## src/rtl/qpd_pkg.sv

```systemverilog
`timescale 1ns / 1ps
`default_nettype none

package qpd_pkg;

    localparam int CFG_INDEX_W = 8;
    localparam int CFG_DATA_W  = 16;

    localparam logic [CFG_INDEX_W-1:0] CFG_HEADER_MODE  = 8'd0;
    localparam logic [CFG_INDEX_W-1:0] CFG_OUTPUT_LIMIT = 8'd1;

    localparam logic [7:0] CHAR_EQ    = 8'h3D;
    localparam logic [7:0] CHAR_CR    = 8'h0D;
    localparam logic [7:0] CHAR_LF    = 8'h0A;
    localparam logic [7:0] CHAR_UNDER = 8'h5F;
    localparam logic [7:0] CHAR_SPACE = 8'h20;
    localparam logic [7:0] HEX_BAD    = 8'hFF;
    localparam int         NIBBLE_W   = 4;

    typedef enum logic [3:0] {
        PH_PLAIN = 4'b0001,
        PH_EQ    = 4'b0010,
        PH_DIGIT = 4'b0100,
        PH_SOFT  = 4'b1000
    } phase_t;

    typedef struct packed {
        phase_t     phase;
        logic [7:0] first_digit;
        logic       halted;
    } qpd_state_t;

    typedef struct packed {
        logic [7:0] enc_byte;
        logic       last_byte;
    } qpd_in_t;

    typedef struct packed {
        logic        has_byte;
        logic [7:0]  data_byte;
        logic        message_done;
        logic [15:0] decoded_count;
    } qpd_out_t;

    function automatic logic [7:0] hex_value(input logic [7:0] c);
        logic [7:0] v;
        v = HEX_BAD;
        if (c >= 8'h30 && c <= 8'h39)
        begin
            v = c - 8'h30;
        end
        else if (c >= 8'h41 && c <= 8'h46)
        begin
            v = c - 8'h37;
        end
        else if (c >= 8'h61 && c <= 8'h66)
        begin
            v = c - 8'h57;
        end
        return v;
    endfunction

    function automatic logic is_line_end(input logic [7:0] c);
        return (c == CHAR_CR) || (c == CHAR_LF);
    endfunction

endpackage

`default_nettype wire

```

## src/rtl/qpd_step.sv

```systemverilog
`timescale 1ns / 1ps
`default_nettype none

module qpd_step #(
    parameter int COUNT_BITS = 16
) (
    input  var qpd_pkg::qpd_state_t st,
    input  var logic [COUNT_BITS-1:0] count,
    input  var qpd_pkg::qpd_in_t      item,
    input  var logic                  header_mode,
    input  var logic [15:0]           output_limit,
    output qpd_pkg::qpd_state_t       st_next,
    output logic [COUNT_BITS-1:0]     count_next,
    output qpd_pkg::qpd_out_t         result
);
    import qpd_pkg::*;

    localparam int CMP_W = ((COUNT_BITS > 16) ? COUNT_BITS : 16) + 1;

    logic [7:0]            c;
    logic [7:0]            digit;
    logic                  soft_end;
    logic                  at_limit;
    logic                  give;
    logic                  plain;
    logic [7:0]            byte_v;
    qpd_state_t            nx;
    logic [COUNT_BITS-1:0] cnt;

    assign c        = item.enc_byte;
    assign digit    = hex_value(c);
    assign soft_end = !header_mode && is_line_end(c);
    assign at_limit = (CMP_W'(count) >= CMP_W'(output_limit)) && (output_limit != 16'd0);

    always_comb
    begin
        nx     = st;
        cnt    = count;
        give   = 1'b0;
        plain  = 1'b0;
        byte_v = 8'h00;
        if (!st.halted)
        begin
            unique case (st.phase)
                PH_EQ:
                begin
                    if (soft_end)
                    begin
                        nx.phase = PH_SOFT;
                    end
                    else
                    begin
                        nx.first_digit = digit;
                        nx.phase       = PH_DIGIT;
                    end
                end
                PH_DIGIT:
                begin
                    byte_v   = {st.first_digit[NIBBLE_W-1:0], 4'h0} | digit;
                    give     = 1'b1;
                    nx.phase = PH_PLAIN;
                end
                PH_SOFT:
                begin
                    nx.phase = PH_PLAIN;
                    plain    = !soft_end;
                end
                default:
                begin
                    plain = 1'b1;
                end
            endcase
            if (plain)
            begin
                if (c == CHAR_EQ)
                begin
                    nx.phase = PH_EQ;
                end
                else if (header_mode && c == CHAR_UNDER)
                begin
                    byte_v = CHAR_SPACE;
                    give   = 1'b1;
                end
                else
                begin
                    byte_v = c;
                    give   = 1'b1;
                end
            end
            if (give)
            begin
                if (at_limit)
                begin
                    give      = 1'b0;
                    byte_v    = 8'h00;
                    nx.halted = 1'b1;
                end
                else if (count != {COUNT_BITS{1'b1}})
                begin
                    cnt = count + COUNT_BITS'(1);
                end
            end
        end

        result.has_byte      = give;
        result.data_byte     = give ? byte_v : 8'h00;
        result.message_done  = item.last_byte;
        result.decoded_count = 16'(cnt);

        // end of message clears all message state
        if (item.last_byte)
        begin
            nx.phase       = PH_PLAIN;
            nx.first_digit = 8'h00;
            nx.halted      = 1'b0;
            cnt            = '0;
        end
        st_next    = nx;
        count_next = cnt;
    end

endmodule

`default_nettype wire

```

## src/rtl/quoted_printable_decoder_unit.sv

```systemverilog
`timescale 1ns / 1ps
`default_nettype none
// an accepted input beat passes through the input register and then the result register to the output
// throughput: one beat per cycle while the output is not stalled, set by the state update in the step logic
// an input register and a result register part the two channels; a stalled output
// holds the result while the input register still takes one more beat
// reset (async, active low) clears valids, configuration and message state

module quoted_printable_decoder_unit #(
    parameter int COUNT_BITS = 16
) (
    input  var logic                                 clk,
    input  var logic                                 rst_n,
    input  var logic                                 in_valid,
    output logic                                     in_ready,
    input  var qpd_pkg::qpd_in_t                     in_data,
    output logic                                     out_valid,
    input  var logic                                 out_ready,
    output qpd_pkg::qpd_out_t                        out_data,
    input  var logic                                 cfg_valid,
    output logic                                     cfg_ready,
    input  var logic [qpd_pkg::CFG_INDEX_W-1:0]      cfg_index,
    input  var logic [qpd_pkg::CFG_DATA_W-1:0]       cfg_data
);
    import qpd_pkg::*;

    logic                  s1_valid_reg;
    qpd_in_t               s1_data_reg;
    logic                  out_valid_reg;
    qpd_out_t              out_data_reg;
    qpd_state_t            st_reg;
    qpd_state_t            st_next;
    logic [COUNT_BITS-1:0] count_reg;
    logic [COUNT_BITS-1:0] count_next;
    logic                  header_mode_reg;
    logic [15:0]           output_limit_reg;
    qpd_out_t              result;
    logic                  advance;

    assign advance   = s1_valid_reg && (!out_valid_reg || out_ready);
    assign in_ready  = !s1_valid_reg || advance;
    assign out_valid = out_valid_reg;
    assign out_data  = out_data_reg;
    assign cfg_ready = 1'b1;

    qpd_step #(
        .COUNT_BITS(COUNT_BITS)
    ) u_step (
        .st          (st_reg),
        .count       (count_reg),
        .item        (s1_data_reg),
        .header_mode (header_mode_reg),
        .output_limit(output_limit_reg),
        .st_next     (st_next),
        .count_next  (count_next),
        .result      (result)
    );

    // configuration registers
    always_ff @(posedge clk or negedge rst_n)
    begin
        if (!rst_n)
        begin
            header_mode_reg  <= 1'b0;
            output_limit_reg <= 16'd0;
        end
        else if (cfg_valid)
        begin
            unique case (cfg_index)
                CFG_HEADER_MODE:  header_mode_reg  <= cfg_data[0];
                CFG_OUTPUT_LIMIT: output_limit_reg <= cfg_data;
                default:          ;
            endcase
        end
    end

    // input register
    always_ff @(posedge clk or negedge rst_n)
    begin
        if (!rst_n)
        begin
            s1_valid_reg <= 1'b0;
        end
        else if (in_ready)
        begin
            s1_valid_reg <= in_valid;
        end
    end

    always_ff @(posedge clk)
    begin
        if (in_valid && in_ready)
        begin
            s1_data_reg <= in_data;
        end
    end

    // message state and result register
    always_ff @(posedge clk or negedge rst_n)
    begin
        if (!rst_n)
        begin
            out_valid_reg <= 1'b0;
            st_reg        <= '{phase: PH_PLAIN, first_digit: 8'h00, halted: 1'b0};
            count_reg     <= '0;
        end
        else
        begin
            if (advance)
            begin
                out_valid_reg <= 1'b1;
                st_reg        <= st_next;
                count_reg     <= count_next;
            end
            else if (out_ready)
            begin
                out_valid_reg <= 1'b0;
            end
        end
    end

    always_ff @(posedge clk)
    begin
        if (advance)
        begin
            out_data_reg <= result;
        end
    end

    a_clear_after_last: assert property (@(posedge clk) disable iff (!rst_n)
        advance && s1_data_reg.last_byte |=>
            count_reg == '0 && st_reg.phase == PH_PLAIN && !st_reg.halted)
        else $error("message state not cleared after last beat");

    a_empty_result_zero: assert property (@(posedge clk) disable iff (!rst_n)
        out_valid_reg && !out_data_reg.has_byte |-> out_data_reg.data_byte == 8'h00)
        else $error("data byte nonzero without a decoded byte");

    a_halt_sticky: assert property (@(posedge clk) disable iff (!rst_n)
        st_reg.halted && !(advance && s1_data_reg.last_byte) |=> st_reg.halted)
        else $error("halt released before end of message");

    a_halted_silent: assert property (@(posedge clk) disable iff (!rst_n)
        advance && st_reg.halted |=> !out_data_reg.has_byte)
        else $error("decoded byte given while halted");

    a_ready_when_empty: assert property (@(posedge clk) disable iff (!rst_n)
        !out_valid_reg |-> in_ready)
        else $error("input stalled with an empty result register");

endmodule

`default_nettype wire
```

## config.mk

```make
export PLATFORM = sky130hd
export DESIGN_NAME = quoted_printable_decoder_unit
export DESIGN_NICKNAME = d
export VERILOG_FILES = /design/src/rtl/qpd_pkg.sv /design/src/rtl/qpd_step.sv /design/src/rtl/quoted_printable_decoder_unit.sv
export SDC_FILE = /design/constraint.sdc
export NUM_CORES = 1
export LEC_CHECK = 0
export BUFFER_PORTS_ARGS = -buffer_cell sky130_fd_sc_hd__buf_2
export CAP_MARGIN = 20
export CORE_MARGIN = 5
export CORE_UTILIZATION = 30
export DETAILED_ROUTE_END_ITERATION = 16
export PLACE_DENSITY = 0.51
export SETUP_SLACK_MARGIN = 0.1
export SYNTH_ARGS = -nofsm -noshare
export SYNTH_HDL_FRONTEND = slang
export SYNTH_SLANG_ARGS = --single-unit
```

## constraint.sdc

```tcl
create_clock -name clk -period 3.4 [get_ports clk]
set_clock_uncertainty 0.05 [all_clocks]
set_input_delay 0.34 -clock clk [delete_from_list [all_inputs] [get_ports clk]]
set_output_delay 0.34 -clock clk [all_outputs]
set_load 0.1 [all_outputs]
```

# == After elaboration in Yosys (flattened, before gate mapping) ==
# Index checks and enable logic that the tools add are counted.
# totals
register_bits,79
word_cells,99
output_inout_bits,29
# op_classes
reduce_logical,26
bitwise_logic,2
order_cmp,7
add_sub_neg,4
n_eq_ne,11
mux,35
# ops
operator,n
8-bit two-way mux,11
16-bit two-way mux,5
13-bit two-way mux,2
16-bit by 1-bit adder with 16-bit output (second input constant),1
8-bit by 4-bit equality test with 1-bit output (second input constant),2
16-bit greater-or-equal comparator,1
8-bit by 7-bit greater-or-equal comparator with 1-bit output (second input constant),2
8-bit by 7-bit less-or-equal comparator with 1-bit output (second input constant),2
16-bit inequality test (second input constant),1
16-bit nonzero test,1
8-bit by 6-bit subtractor with 8-bit output (second input constant),2
1-bit two-way mux,12
4-bit two-way mux,3
8-bit by 1-bit equality test with 1-bit output (second input constant),1
8-bit by 6-bit equality test with 1-bit output (second input constant),1
8-bit by 7-bit equality test with 1-bit output (second input constant),1
8-bit by 6-bit greater-or-equal comparator with 1-bit output (second input constant),1
8-bit by 6-bit less-or-equal comparator with 1-bit output (second input constant),1
1-bit logical AND,8
8-bit logical NOT,1
8-bit OR,1
4-bit case mux with 2 select lines,1
8-bit by 7-bit subtractor with 8-bit output (second input constant),1
2-bit AND reduction,3
11 further kinds,20

# == Longest topological paths before layout ==
# depth
depth_word,12
ltp_mapped,12
depth_no_buf,10

# == By module ==
# A second synthesis with hierarchy kept.
# hier_totals
hier_cells,503
area_unflattened_um2,5328.9
# modules_own_cells
mod,cells_per_inst,instances,area_per_inst_um2
quoted_printable_decoder_unit,146,1,2956.6
qpd_step,357,1,2372.3

# == Least setup slack after synthesis ==
# Ideal clock, no wire load.
# synth_timing
path_type,register to register
startpoint,register out_valid_reg (netlist: out_valid)
endpoint,register st_reg[4] (netlist bit)
path_stages_with_launch,7
path_slack_ps,371
required_ps,3229
setup_ps,121
period_less_slack_ps,3029
arrival_time_ps,2858
cell_sequence,dfrtp_1 -> nand2b_1 -> nand2_1 -> inv_1 -> clkbuf_1 -> o21ai_0 -> a22o_1
# synth_via
elab_chain_len,4
# synth_lines
element,line_no,text
from (decl),quoted_printable_decoder_unit.sv:29,logic out_valid_reg;
from (signal assigned),quoted_printable_decoder_unit.sv:103,out_valid_reg <= 1'b0;
from (signal assigned),quoted_printable_decoder_unit.sv:111,out_valid_reg <= 1'b1;
from (signal assigned),quoted_printable_decoder_unit.sv:117,out_valid_reg <= 1'b0;
1-bit logical NOT,quoted_printable_decoder_unit.sv:40,assign advance = s1_valid_reg && (!out_valid_reg || out_ready);
1-bit logical OR,quoted_printable_decoder_unit.sv:40,
1-bit logical AND,quoted_printable_decoder_unit.sv:40,
net advance,quoted_printable_decoder_unit.sv:38,logic advance;
4-bit AND reduction (no source line),-,
to (signal assigned),quoted_printable_decoder_unit.sv:104,"st_reg <= '{phase: PH_PLAIN, first_digit: 8'h00, halted: 1'b0};"
to (signal assigned),quoted_printable_decoder_unit.sv:112,st_reg <= st_next;
to (decl),quoted_printable_decoder_unit.sv:31,qpd_state_t st_reg;
# The timed path passes the listed nets, and every way through them passes these cells.
# A chain may end at the register's enable or synchronous reset.

==> metrics.cfg <==
[run_status]
outcome = finished, final reports clean

[die]
start_util = 0.305
core_area_um2 = 15800
fp.dieArea_um2 = 18600
chipHeight_um = 137
floorplan.rows = 46
die_w_um = 137
num_io_pins = 67

[yosys]
asyncSetResetFlopFracSynth = 0.557
ys_types = 71
syn_inst = 470
postSynthAreaPerCell_um2 = 10.2
mappedNetlistArea_um2 = 4800
synth.ff_latch_count = 79
syn-num-nets = 534
number_of_flops_mapped_to_enable_cells_by_yosys = 35
yosysWarnings = 0
synth_flop_cell = sky130_fd_sc_hd__dfrtp_1
synth_sequential_area_ratio = 0.448

[layout]
post_route_cells_drive_above_1_share = 0.238
largest_reg_flops = 26
multi_input_comb_area_um2 = 2350
syn2layout_area_growth_pct = 17.6
n_antenna_cell = 0
filler_instances = 1633
postLayoutCoreUtil = 0.358
final_common_cell = sky130_fd_sc_hd__buf_2
seq_area_um2 = 2150
most-common-layout-cells = sky130_fd_sc_hd__buf_2 (65), sky130_fd_sc_hd__dfrtp_1 (43), sky130_fd_sc_hd__inv_1 (39), sky130_fd_sc_hd__nand2_1 (37), sky130_fd_sc_hd__edfxtp_1 (35)
finish.net_count = 602

[detailed_routing]
vias = 3871
post_drt_via_cell_ratio = 5.10
routed_wirelength_mm = 12.6
route.antenna.remaining_nets = 0
initialDrtViolationCount = 284
firstDrtPassIters = 5
avgRoutedWirePerCell_um = 16.6
drc = 0

[power]
vdd.ir_drop.worst_mv = 0.252
power-per-cell-area_nw_per_um2 = 643
p_leak_uw = 0.00242

[timing]
accumulated_negative_setup_slack_ps = 0
final_min_period_over_clock_period = 0.890
maxSlewHeadroom = 0.468
rsz0062_at_grt = no
timing.final.ws_setup_ps = 375
period_needed_ps = 3020
timing.fmax_mhz = 331
worst_slew_pin_slew_ps = 795
hold_viol = 0
final_max_slew_viol_count = 0
final-setup-viol-count = 0

[global_route]
grt_pass1_wl_mm = 20.4
global_route.overflow_total = 0
grt_pass1_vias = 3887
antenna_found_initial = 0
grt_start_max_net_pins = 45
groute.usage.overall = 0.141

[cts]
clock_sinks = 79
clkSlewWorstSetupHoldPaths_ps = 60
post_cts_resize_count = 0
cts-buffers-inserted = 9
tritoncts = yes
clock_latency_ps = 350
cts_htree_levels = 3
cts_max_path_buffers = 2
ctsRootBufferMaster = sky130_fd_sc_hd__clkbuf_16

[worst_setup_path]
startpoint_kind_of_the_worst_setup_timing_path = flip-flop
worstSetupEndpointType = flip-flop
path_class = flip-flop to flip-flop
critical_path_peak_fanout = 35
worst_ep_required_time_ps = 3450
worst-endpoint-arrival_ps = 3070

[placed_design]
dp_slack_ps = 397
placement.io_buffers = 65
place_congestion = 0.900
dp_hpwl_mm = 9.36

[hold_path]
hold_path.class = primary input to flip-flop

[job]
timing.max_cap.violations = 0

what timing repair did:
item                                   4_1_cts  5_1_grt
hold buffers                                 0        1
setup endpoints to repair                    0        0
setup buffers                                0        0
endpoints found under the hold margin        0       18
worst max-delay path, cell delays in order (launching register included):
cell                       delay, ps
sky130_fd_sc_hd__edfxtp_1        540
sky130_fd_sc_hd__inv_1           220
sky130_fd_sc_hd__ha_1            230
sky130_fd_sc_hd__nor4b_1         410
sky130_fd_sc_hd__nand4b_2        220
sky130_fd_sc_hd__a31oi_4         220
sky130_fd_sc_hd__nor2_2           90
sky130_fd_sc_hd__nand3_4         190
sky130_fd_sc_hd__inv_4           170
sky130_fd_sc_hd__nand2_1         110
sky130_fd_sc_hd__mux2_2          320
per-stage QoR:
stage	total power, uW	std cells	area (um^2)	hold WS, ps
6_report	3630	759	5650	116
5_1_grt	3840	759	5650	103
4_1_cts	3670	757	5620	98.7
3_5_place_dp	2690	741	5330	427
3_3_place_gp	2670	741	5330	426
2_1_floorplan	2420	470	4800	-5.59
metal layers:
layer,track usage,part of all wire
met4,0.0633,0.026
met3,0.0346,0.058
met1,0.196,0.48
met5,0,0
met2,0.205,0.43
path summary, 6_finish.rpt:
path | start | to | slack [ps] | cells after the start
max in group asynchronous | rst_n | st_reg[9] | 2260 | 3
worst max-delay path | s1_data_reg[5] | out_data[12] | 380 | 10
worst min register to register | st_reg[2] | st_reg[2] | 440 | 2
min in group asynchronous | rst_n | count_reg[4] | 450 | 2
worst min-delay path | in_data[1] | s1_data_reg[1] | 120 | 1
worst max register to register | s1_data_reg[5] | out_data[12] | 380 | 10
cells in the mapped netlist (all sizes together) (8+ instances only):
cell     n  share of area
o21ai   22          0.023
nand2b   8          0.010
clkbuf  11          0.017
inv     40          0.032
ha      26          0.068
edfxtp  35           0.22
buf      9          0.015
nand3   17          0.020
nand2   37          0.029
nand4   12          0.016
a21oi   19          0.020
nor4    13          0.020
and3    13          0.017
nor3    12          0.013
dfrtp   43           0.22
xnor2   13          0.024
mux2    18          0.042
nor2    33          0.027
area by class of cell:
| type | instances | share of cell area |
|---|---|---|
| clock inverters | 5 | 0.00509 |
| clock buffers | 11 | 0.0467 |
| flip-flops and latches | 79 | 0.381 |
| well taps | 216 | 0.0478 |
| inverters | 40 | 0.0270 |
| repair buffers | 77 | 0.0762 |
| multi-input cells | 331 | 0.416 |
where the power goes:
group / switching, uW / leakage [uW] / total, uW / internal [uW]
combinational: 1010 / 0.00135 / 1340 / 333
clock: 401 / 0.000151 / 958 / 557
sequential: 145 / 0.000923 / 1330 / 1190
total: 1560 / 0.00242 / 3630 / 2080
logic make-up after synthesis:
kind of cell / share of synthesized area
xor+xnor: 0.0273
other cells: 0.000781
flops: 0.448
fa+ha+maj: 0.0677
simple gates: 0.198
compound gates: 0.141
mux: 0.0531
buf+inv: 0.0635
(Power assumes the default switching activity.)
